==> config.mk <==
export PLATFORM = sky130hd
export DESIGN_NAME = decimal_coordinate_parser
export DESIGN_NICKNAME = d
export VERILOG_FILES = /design/src/rtl/dcp_pkg.sv /design/src/rtl/dcp_scan.sv /design/src/rtl/dcp_conv.sv /design/src/rtl/decimal_coordinate_parser.sv
export VERILOG_INCLUDE_DIRS = /design/src /design/src/rtl
export SDC_FILE = /design/constraint.sdc
export NUM_CORES = 2
export LEC_CHECK = 0
export BUFFER_PORTS_ARGS = -buffer_cell sky130_fd_sc_hd__buf_2
export CAP_MARGIN = 20
export CORE_ASPECT_RATIO = 0.7
export CORE_MARGIN = 3
export CORE_UTILIZATION = 50
export CTS_CLUSTER_DIAMETER = 60
export DETAILED_ROUTE_END_ITERATION = 10
export MAX_ROUTING_LAYER = met4
export PLACE_DENSITY_LB_ADDON = 0.12
export RECOVER_POWER = 100
export SLEW_MARGIN = 30
export SYNTH_ARGS = -nofsm -noshare
export SYNTH_HDL_FRONTEND = slang
export SYNTH_SLANG_ARGS = --single-unit
==> constraint.sdc <==
create_clock -name clk -period 15.1 [get_ports clk]
set_input_delay 1.51 -clock clk [delete_from_list [all_inputs] [get_ports clk]]
set_output_delay 1.51 -clock clk [all_outputs]
set_load 0.005 [all_outputs]
==> src/rtl/decimal_coordinate_parser_macros.svh <==
// Assertion macros for the decimal coordinate parser.
// Included by the top level; needs nothing else.
`ifndef DECIMAL_COORDINATE_PARSER_MACROS_SVH
`define DECIMAL_COORDINATE_PARSER_MACROS_SVH

// Consequent holds in the same cycle as the antecedent.
`define DCP_CHECK_NOW(label, clk, rst_n, ante, cons) \
	label: assert property (@(posedge clk) disable iff (!rst_n) (ante) |-> (cons)) \
		else $error("dcp check failed (same cycle)");

// Consequent holds in the cycle after the antecedent.
`define DCP_CHECK_NEXT(label, clk, rst_n, ante, cons) \
	label: assert property (@(posedge clk) disable iff (!rst_n) (ante) |=> (cons)) \
		else $error("dcp check failed (next cycle)");

`endif

==> src/rtl/dcp_pkg.sv <==
// Shared types and constants for the decimal coordinate parser.
// No dependencies.
package dcp_pkg;

	localparam int INT_BITS    = 32;  // integer part clamps at 2^(INT_BITS-1)-1
	localparam int FRAC_DIGITS = 9;   // fraction digits kept, 1..9

	localparam int INT_W  = 32;
	localparam int FRAC_W = 30;       // fraction held as digits scaled to 10^9
	localparam int CNT_W  = 4;
	localparam int VAL_W  = 64;

	localparam logic [INT_W-1:0] INT_LIMIT =
		INT_W'((64'd1 << (INT_BITS - 1)) - 64'd1);

	// 10^9 and friends for the fraction rounding
	localparam logic [FRAC_W-1:0] FRAC_SCALE = 30'd1_000_000_000;
	localparam logic [31:0]       HALF_SCALE = 32'd500_000_000;
	localparam logic [31:0]       ONE_SCALE  = 32'd1_000_000_000;
	localparam logic [31:0]       TWO_SCALE  = 32'd2_000_000_000;

	// floor(2^62 / 10^9); quotient estimate is (f9 * RECIP) >> RECIP_SHIFT
	localparam int                RECIP_W     = 33;
	localparam int                RECIP_SHIFT = 30;
	localparam logic [RECIP_W-1:0] RECIP =
		RECIP_W'((64'd1 << 62) / 64'd1_000_000_000);

	localparam logic [7:0] CH_ZERO  = 8'h30;
	localparam logic [7:0] CH_NINE  = 8'h39;
	localparam logic [7:0] CH_MINUS = 8'h2D;
	localparam logic [7:0] CH_PLUS  = 8'h2B;
	localparam logic [7:0] CH_UNDER = 8'h5F;
	localparam logic [7:0] CH_DOT   = 8'h2E;

	typedef enum logic [1:0] {
		ST_OK    = 2'd0,
		ST_BAD   = 2'd1,
		ST_NODOT = 2'd2
	} status_t;

	// One finished number, handed from the scanner to the converter.
	typedef struct packed {
		status_t           status;
		logic              sat;
		logic              neg;
		logic [INT_W-1:0]  int_mag;
		logic [FRAC_W-1:0] frac9;   // fraction digits * 10^(9-count)
	} ev_t;

endpackage

==> src/rtl/dcp_scan.sv <==
// Character scanner: grammar state machine and accumulators.
// Depends on dcp_pkg.
module dcp_scan (
	input  logic                clk,
	input  logic                arst_n,
	input  logic                take,
	input  logic [7:0]          char_code,
	input  logic                end_of_input,
	output logic                emit,
	output dcp_pkg::ev_t        ev,
	output logic                at_start
);

	typedef enum logic [3:0] {
		PH_START = 4'b0001,
		PH_INT   = 4'b0010,
		PH_FIRST = 4'b0100,
		PH_FRAC  = 4'b1000
	} phase_t;

	// weight of the next fraction digit when the fraction is held over 10^9
	function automatic logic [dcp_pkg::FRAC_W-1:0] place_value(
		input logic [dcp_pkg::CNT_W-1:0] idx
	);
		logic [dcp_pkg::FRAC_W-1:0] p;
		unique case (idx)
			4'd0:    p = 30'd100_000_000;
			4'd1:    p = 30'd10_000_000;
			4'd2:    p = 30'd1_000_000;
			4'd3:    p = 30'd100_000;
			4'd4:    p = 30'd10_000;
			4'd5:    p = 30'd1_000;
			4'd6:    p = 30'd100;
			4'd7:    p = 30'd10;
			4'd8:    p = 30'd1;
			default: p = '0;
		endcase
		return p;
	endfunction

	phase_t                       phase_q, phase_d;
	logic                         neg_q, neg_d;
	logic [dcp_pkg::INT_W-1:0]    int_q, int_d;
	logic [dcp_pkg::FRAC_W-1:0]   f9_q, f9_d;
	logic [dcp_pkg::CNT_W-1:0]    cnt_q, cnt_d;
	logic                         ovf_q, ovf_d;

	logic                         digit, under, dot, sign;
	logic [3:0]                   dval;
	logic [dcp_pkg::INT_W+3:0]    int_wide;
	logic                         int_ovf;
	logic [dcp_pkg::INT_W-1:0]    int_add;
	logic                         frac_room;
	logic [dcp_pkg::FRAC_W-1:0]   frac_part;
	logic [dcp_pkg::FRAC_W-1:0]   f9_add;
	logic [dcp_pkg::CNT_W-1:0]    cnt_add;

	always_comb begin
		digit = !end_of_input && char_code >= dcp_pkg::CH_ZERO
			&& char_code <= dcp_pkg::CH_NINE;
		under = !end_of_input && char_code == dcp_pkg::CH_UNDER;
		dot   = !end_of_input && char_code == dcp_pkg::CH_DOT;
		sign  = !end_of_input && (char_code == dcp_pkg::CH_MINUS
			|| char_code == dcp_pkg::CH_PLUS);
		dval  = digit ? 4'(char_code - dcp_pkg::CH_ZERO) : 4'd0;

		// int * 10 + d, clamped
		int_wide = {1'b0, int_q, 3'b000} + {3'b000, int_q, 1'b0}
			+ {{dcp_pkg::INT_W{1'b0}}, dval};
		int_ovf  = int_wide > {4'd0, dcp_pkg::INT_LIMIT};
		int_add  = int_ovf ? dcp_pkg::INT_LIMIT : int_wide[dcp_pkg::INT_W-1:0];

		// extra fraction digits are dropped
		frac_room = cnt_q < dcp_pkg::CNT_W'(dcp_pkg::FRAC_DIGITS);
		frac_part = place_value(cnt_q) * {{(dcp_pkg::FRAC_W-4){1'b0}}, dval};
		f9_add    = frac_room ? f9_q + frac_part : f9_q;
		cnt_add   = frac_room ? cnt_q + 4'd1 : cnt_q;

		phase_d = phase_q;
		neg_d   = neg_q;
		int_d   = int_q;
		f9_d    = f9_q;
		cnt_d   = cnt_q;
		ovf_d   = ovf_q;
		emit    = 1'b0;
		ev      = '0;

		unique case (phase_q)
			PH_START: begin
				if (digit) begin
					int_d   = int_add;
					ovf_d   = ovf_q | int_ovf;
					phase_d = PH_INT;
				end else if (sign) begin
					neg_d   = char_code == dcp_pkg::CH_MINUS;
					phase_d = PH_INT;
				end else begin
					emit      = 1'b1;
					ev.status = dcp_pkg::ST_BAD;
				end
			end
			PH_INT: begin
				if (digit) begin
					int_d = int_add;
					ovf_d = ovf_q | int_ovf;
				end else if (dot) begin
					phase_d = PH_FIRST;
				end else if (!under) begin
					emit      = 1'b1;
					ev.status = dcp_pkg::ST_NODOT;
				end
			end
			PH_FIRST: begin
				if (digit) begin
					f9_d    = f9_add;
					cnt_d   = cnt_add;
					phase_d = PH_FRAC;
				end else begin
					emit      = 1'b1;
					ev.status = dcp_pkg::ST_BAD;
				end
			end
			PH_FRAC: begin
				if (digit) begin
					f9_d  = f9_add;
					cnt_d = cnt_add;
				end else if (!under) begin
					emit       = 1'b1;
					ev.status  = dcp_pkg::ST_OK;
					ev.sat     = ovf_q;
					ev.neg     = neg_q;
					ev.int_mag = int_q;
					ev.frac9   = f9_q;
				end
			end
			default: begin
				phase_d = PH_START;
			end
		endcase

		// every finished number starts the next one from scratch
		if (emit) begin
			phase_d = PH_START;
			neg_d   = 1'b0;
			int_d   = '0;
			f9_d    = '0;
			cnt_d   = '0;
			ovf_d   = 1'b0;
		end
	end

	always_ff @(posedge clk or negedge arst_n) begin
		if (!arst_n) begin
			phase_q <= PH_START;
			neg_q   <= 1'b0;
			int_q   <= '0;
			f9_q    <= '0;
			cnt_q   <= '0;
			ovf_q   <= 1'b0;
		end else if (take) begin
			phase_q <= phase_d;
			neg_q   <= neg_d;
			int_q   <= int_d;
			f9_q    <= f9_d;
			cnt_q   <= cnt_d;
			ovf_q   <= ovf_d;
		end
	end

	assign at_start = phase_q == PH_START;

endmodule

==> src/rtl/dcp_conv.sv <==
// Conversion pipeline: rounds the decimal fraction to 32 binary bits,
// builds the Q32.32 magnitude and applies the sign. Depends on dcp_pkg.
module dcp_conv (
	input  logic                         clk,
	input  logic                         arst_n,
	input  logic                         ev_valid,
	input  dcp_pkg::ev_t                 ev,
	output logic                         room,
	output logic                         result_valid,
	input  logic                         result_stall,
	output logic [dcp_pkg::VAL_W-1:0]    value,
	output logic [1:0]                   status,
	output logic                         saturated
);

	logic v_s1, v_s2, v_s3, v_s4, out_valid_q;
	logic can_s1, can_s2, can_s3, can_s4, can_out;

	dcp_pkg::ev_t                          ev_s1;
	logic [dcp_pkg::FRAC_W+dcp_pkg::RECIP_W-1:0] prod_s1;

	dcp_pkg::status_t                      status_s2, status_s3, status_s4;
	logic                                  sat_s2, sat_s3, sat_s4;
	logic                                  neg_s2, neg_s3, neg_s4;
	logic [dcp_pkg::INT_W-1:0]             int_s2, int_s3;
	logic [31:0]                           qe_s2, qe_s3;
	logic [31:0]                           qe_lo_s2;
	logic [31:0]                           rem_s3;
	logic [31:0]                           frac_s3;
	logic [dcp_pkg::VAL_W-1:0]             mag_s4;

	logic [dcp_pkg::VAL_W-1:0]             value_q;
	dcp_pkg::status_t                      status_q;
	logic                                  sat_q;

	// a stage loads when it is empty or its contents move on
	assign can_out = !out_valid_q || !result_stall;
	assign can_s4  = !v_s4 || can_out;
	assign can_s3  = !v_s3 || can_s4;
	assign can_s2  = !v_s2 || can_s3;
	assign can_s1  = !v_s1 || can_s2;
	assign room    = can_s1;

	// quotient estimate, at most two below the rounded quotient
	assign prod_s1  = ev_s1.frac9 * dcp_pkg::RECIP;
	// only the low word of q*10^9 matters: the remainder is below 2^32
	assign qe_lo_s2 = qe_s2 * {2'b00, dcp_pkg::FRAC_SCALE};
	assign frac_s3  = qe_s3 + {31'd0, rem_s3 >= dcp_pkg::ONE_SCALE}
		+ {31'd0, rem_s3 >= dcp_pkg::TWO_SCALE};

	always_ff @(posedge clk or negedge arst_n) begin
		if (!arst_n) begin
			v_s1        <= 1'b0;
			v_s2        <= 1'b0;
			v_s3        <= 1'b0;
			v_s4        <= 1'b0;
			out_valid_q <= 1'b0;
		end else begin
			if (can_s1)  v_s1        <= ev_valid;
			if (can_s2)  v_s2        <= v_s1;
			if (can_s3)  v_s3        <= v_s2;
			if (can_s4)  v_s4        <= v_s3;
			if (can_out) out_valid_q <= v_s4;
		end
	end

	always_ff @(posedge clk) begin
		if (can_s1 && ev_valid) begin
			ev_s1 <= ev;
		end
		if (can_s2 && v_s1) begin
			status_s2 <= ev_s1.status;
			sat_s2    <= ev_s1.sat;
			neg_s2    <= ev_s1.neg;
			int_s2    <= ev_s1.int_mag;
			qe_s2     <= prod_s1[dcp_pkg::RECIP_SHIFT +: 32];
		end
		if (can_s3 && v_s2) begin
			status_s3 <= status_s2;
			sat_s3    <= sat_s2;
			neg_s3    <= neg_s2;
			int_s3    <= int_s2;
			qe_s3     <= qe_s2;
			rem_s3    <= dcp_pkg::HALF_SCALE - qe_lo_s2;
		end
		if (can_s4 && v_s3) begin
			status_s4 <= status_s3;
			sat_s4    <= sat_s3;
			neg_s4    <= neg_s3;
			mag_s4    <= {int_s3, frac_s3};
		end
		if (can_out && v_s4) begin
			status_q <= status_s4;
			sat_q    <= sat_s4;
			value_q  <= neg_s4 ? (~mag_s4 + 64'd1) : mag_s4;
		end
	end

	assign result_valid = out_valid_q;
	assign value        = value_q;
	assign status       = status_q;
	assign saturated    = sat_q;

endmodule

==> src/rtl/decimal_coordinate_parser.sv <==
// Top level of the decimal coordinate parser.
// Depends on dcp_pkg, dcp_scan, dcp_conv and decimal_coordinate_parser_macros.svh.
//
// Usage:
//   Character beats enter on char_valid/char_stall with char_code and
//   end_of_input. The text is an optional sign, integer digits, a dot and
//   fraction digits; underscores inside the digits are skipped. The beat that
//   ends a number (first character outside the grammar, or end_of_input)
//   produces one result beat on result_valid/result_stall: value (Q32.32),
//   status (ok, bad start or fraction, missing dot), char_consumed (always 0,
//   the ending character is only looked at) and saturated.
//   Other beats produce no result.
//   Throughput: one character beat per cycle while char_stall is low. The
//   number of the ending beat moves through stages s1 to s4 into the result
//   register, where result_valid offers it. The rounding of the fraction
//   (estimate multiply, remainder multiply, correction, sign) sets the depth
//   of the result pipeline.
//   Reset: arst_n clears the scanner to its start phase and empties the
//   pipeline. Stall: results queue in the five pipeline registers; char_stall
//   rises only when all of them hold a result and result_stall is high.
`include "decimal_coordinate_parser_macros.svh"

module decimal_coordinate_parser (
	input  logic                        clk,
	input  logic                        arst_n,
	input  logic                        char_valid,
	output logic                        char_stall,
	input  logic [7:0]                  char_code,
	input  logic                        end_of_input,
	output logic                        result_valid,
	input  logic                        result_stall,
	output logic signed [63:0]          value,
	output logic [1:0]                  status,
	output logic                        char_consumed,
	output logic                        saturated
);

	logic                         room;
	logic                         take;
	logic                         emit;
	logic                         at_start;
	dcp_pkg::ev_t                 ev;
	logic [dcp_pkg::VAL_W-1:0]    value_raw;

	assign char_stall = !room;
	assign take       = char_valid && !char_stall;

	// grammar and accumulators, updated on every accepted beat
	dcp_scan u_scan (
		.clk          (clk),
		.arst_n       (arst_n),
		.take         (take),
		.char_code    (char_code),
		.end_of_input (end_of_input),
		.emit         (emit),
		.ev           (ev),
		.at_start     (at_start)
	);

	// fraction rounding and sign, one finished number per beat
	dcp_conv u_conv (
		.clk          (clk),
		.arst_n       (arst_n),
		.ev_valid     (take && emit),
		.ev           (ev),
		.room         (room),
		.result_valid (result_valid),
		.result_stall (result_stall),
		.value        (value_raw),
		.status       (status),
		.saturated    (saturated)
	);

	assign value         = value_raw;
	// the terminating character never belongs to the number
	assign char_consumed = 1'b0;

	// error results carry no number
	`DCP_CHECK_NOW(a_err_zero, clk, arst_n, result_valid && status != dcp_pkg::ST_OK, value == 64'sd0 && !saturated)
	// clamping is only reported on a good number
	`DCP_CHECK_NOW(a_sat_ok, clk, arst_n, result_valid && saturated, status == dcp_pkg::ST_OK)
	// intake stops only behind a held result
	`DCP_CHECK_NOW(a_stall_src, clk, arst_n, char_stall, result_valid && result_stall)
	// end of input always finishes the number in flight
	`DCP_CHECK_NOW(a_eoi_ends, clk, arst_n, take && end_of_input, emit)
	// a finished number leaves the scanner in its start phase
	`DCP_CHECK_NEXT(a_emit_clears, clk, arst_n, take && emit, at_start)

endmodule

==> flow_metrics.py <==
metrics = {
    "status": {
        "status": "complete, but fails checks",
        "failed_checks": "capacitance limit, slew limit",
    },
    "sta": {
        "setup_ws_ns": 6.848,
        "report.final.setup_viol": 0,
        "worst_pin_slew_ns": 4.164,
        "finalSetupTns_ns": 0,
        "hold_viol": 0,
        "period_share_pct": 54.65,
        "grt_setup_unrepaired": "no",
        "min_period_ns": 8.252,
        "fin_worst_skew_ns": 0.03713,
        "relSlewSlack_pct": -177.6,
        "fmax_mhz": 121.2,
        "maxSlewViolCount": 626,
    },
    "cts": {
        "cts.clk_slew.worst_paths_ns": 0.06,
        "cts_tree": "yes",
        "clock_path_buffers": 3,
        "cts-root-buf": "clkbuf_16",
        "post_cts_buffers": 0,
        "cts_inserted_buffers": 50,
        "insertion_delay_ns": 0.62,
        "cts_resized": 0,
        "cts.sinks": 436,
        "hold_buffers": 0,
        "cts-htree-levels": 2,
    },
    "logic_synthesis": {
        "synthDistinctLibCells": 86,
        "synth-seq-cells": 436,
        "synth_area_per_cell_um2": 11.18,
        "yosysWarnings": 0,
        "ys_seq_area_share_pct": 32.01,
        "synth_ff_type": "edfxtp_1",
        "synth.net_count": 4559,
        "async_flop_share_pct": 17.66,
        "netlist_area_um2": 39710,
        "syn_inst": 3551,
        "synth_edf_count": 359,
    },
    "grt": {
        "gr-total-overflow": 0,
        "grt_pass1_vias": 24860,
        "grt_use_total_pct": 23.35,
        "grt_pass1_wl_um": 145200,
        "antenna_found_initial": 4,
        "grt_max_degree": 70,
    },
    "route": {
        "initialDrtViolationCount": 1734,
        "vias_per_cell": 5.266,
        "drcViolationCount": 0,
        "drtPass1Iterations": 5,
        "wl_um": 91460,
        "wl_per_cell_um": 19.32,
        "drtAntennaViolNets": 0,
        "vias": 24930,
    },
    "worst_hold_path": {
        "hold_path_startpoint": "u_conv.int_s2[3]$_DFFE_PP_",
        "hold_depth": 0,
        "hold_end": "u_conv.int_s3[3]$_DFFE_PP_",
        "hp-class": "reg2reg",
    },
    "finish": {
        "area_delta_synth_final_pct": 7.935,
        "drive_gt1_share_pct": 3.931,
        "nets": 4657,
    },
    "placed_design": {
        "place_congestion": 0.9478,
        "dpl.hpwl_um": 74080,
        "post-place-ws_ns": 6.968,
        "port_buffers": 81,
    },
    "die": {
        "start_util_pct": 51.07,
        "core_um2": 77740,
        "die_w_um": 342.8,
        "num_rows": 85,
        "ios": 83,
        "dieArea_um2": 82880,
        "die_h_um": 241.8,
    },
    "run": {
        "drv_cap": 13,
    },
    "setup_path": {
        "reg2regPathDepth": 26,
        "cp_common_cell": "fa_1",
        "r2r_slack_ns": 6.85,
        "worst-path-buf-inv": 7,
        "cpMaxStageDelayCell": "edfxtp_1",
        "crit_family": "adder cells",
        "cp-start-kind": "flip-flop",
        "regToRegEndpoint": "u_conv.qe_s2[13]$_DFFE_PP_",
        "crit_path_max_fanout": 9,
        "critical-path-max-stage-delay_ns": 0.67,
        "reg2reg_from": "u_conv.ev_s1[10]$_SDFFCE_PP0P_",
        "cp.required_ns": 15.47,
        "critPathArrivalTime_ns": 8.62,
        "crit_path_end_kind": "flip-flop",
        "worstSetupPathType": "reg2reg",
    },
}
[layer usage]
layer / global-route usage (%) / up-vias / wire length [um]
met5: - / - / 0
met3: 6.403 / 70 / 7903
met2: 29.61 / 679 / 34970
met1: 37.12 / 12100 / 47300
li1: - / 12080 / -
met4: 3.718 / 0 / 1285
[sequential cells by signal (all words and copies together), names as in the netlist, 4 cells and up]
register / cells
u_conv.ev_s1: 66
u_conv.mag_s4: 64
u_conv.value: 64
u_conv.int_s2: 32
u_conv.int_s3: 32
u_conv.qe_s2: 32
u_conv.qe_s3: 32
u_scan.int_q: 32
u_scan.f9_q: 30
u_conv.rem_s3: 22
u_scan.cnt_q: 4
u_scan.phase_q: 4
[synth_stat cells, types with 9 or more instances]
master       n  area, um^2
nand2_1    143       536.8
nor2b_1     29       181.4
nand2b_1    19       118.9
o31ai_1     30       225.2
edfxtp_1   359       10780
and3_1      25       156.4
clkbuf_1    49       183.9
o21bai_1    11       82.58
xor2_1      57       499.2
a211oi_1    20       150.1
or3_1       11       68.82
nor4_1      31       193.9
a21o_1      47       352.8
fa_1       434        8688
nand3_1     62       310.3
o21a_1      15       112.6
ha_1       561        7019
and2_1      63       394.1
or2_2        9       56.30
or4_1       11       82.58
a2111oi_0    9       78.83
inv_1      713        2676
xnor2_1    176        1541
a31oi_1     10       62.56
o41ai_1     10       87.58
nor2_1     163       611.8
nand4_1     18       112.6
nor3_1      27       135.1
dfrtp_1     76        1902
a21oi_1    129       645.6
o21ai_0    119       595.6
[worst register-to-register path, stage by stage (launching register included)]
cell and delay [ns]:
edfxtp_1 0.67, inv_1 0.13, fa_1 0.50, inv_1 0.10, fa_1 0.48, fa_1 0.49
ha_1 0.29, inv_1 0.05, fa_1 0.48, inv_1 0.06, fa_1 0.45, fa_1 0.51
inv_1 0.06, fa_1 0.54, inv_1 0.04, ha_1 0.32, a211o_1 0.32, a21o_1 0.18
nor4_1 0.26, a211oi_1 0.13, clkbuf_1 0.25, a221oi_1 0.55, o21ai_0 0.30, a211oi_1 0.40
o21bai_1 0.16, a21oi_1 0.19, xnor2_1 0.08
[stage by stage]
| step | hold slack, ns | util [%] | instances | instance area (um^2) |
|---|---|---|---|---|
| floorplan | 0.4003 | - | 3551 | 39710 |
| global placement | 0.4015 | 53.24 | 4641 | 41390 |
| detailed placement | 0.4045 | 53.24 | 4641 | 41390 |
| CTS | 0.4099 | 55.40 | 4733 | 43070 |
| global route | 0.4184 | 55.13 | 4734 | 42860 |
| finish | 0.4134 | 55.13 | 4734 | 42860 |
[kinds of logic after synthesis]
kind of cell / share of synthesized area (%)
multiplexers: 0.08193
AND/OR/NAND/NOR: 8.285
AO/OA/AOI/OAI: 7.632
other: 0.009445
adder cells (fa/ha/maj): 39.56
flip-flops: 32.01
buffers and inverters: 7.286
XOR/XNOR: 5.140
[worst max-delay path by stage]
stage / start / endpoint / slack (ns) / cells past startpoint
6_report: u_conv.ev_s1[10]$_SDFFCE_PP0P_ / u_conv.qe_s2[13]$_DFFE_PP_ / 6.85 / 26
5_1_grt: char_code[2] / u_scan.cnt_q[1]$_DFFE_PN0P_ / 6.28 / 13
4_1_cts: u_conv.ev_s1[10]$_SDFFCE_PP0P_ / u_conv.qe_s2[13]$_DFFE_PP_ / 6.92 / 26
3_5_place_dp: u_conv.ev_s1[10]$_SDFFCE_PP0P_ / u_conv.qe_s2[13]$_DFFE_PP_ / 6.97 / 26
3_3_place_gp: u_conv.ev_s1[27]$_SDFFCE_PP0P_ / u_conv.qe_s2[31]$_DFFE_PP_ / 7.13 / 23
2_1_floorplan: u_conv.ev_s1[27]$_SDFFCE_PP0P_ / u_conv.qe_s2[31]$_DFFE_PP_ / 7.83 / 23
[cell usage in the layout, fill, tap and decap left out, types with 76 or more instances in the layout]
| master | count |
|---|---|
| nand2_1 | 143 |
| edfxtp_1 | 359 |
| fa_1 | 434 |
| nor2_1 | 162 |
| ha_1 | 561 |
| inv_1 | 712 |
| a21oi_1 | 129 |
| o21ai_0 | 119 |
| dfrtp_1 | 76 |
| xnor2_1 | 176 |
[layout make-up]
type | count | area, um^2
fillers | 6772 | 34890
inverters | 714 | 2681
clock buffers | 60 | 1309
flip-flops and latches | 436 | 12710
repair buffers | 101 | 449.2
well taps | 1044 | 1306
diodes | 1 | 2.502
clock inverters | 32 | 371.6
multi-input cells | 2346 | 24030
Power is left out: the tool's default activity adds up to more than one toggle a clock period on the data nets, which glitch-free logic cannot reach.
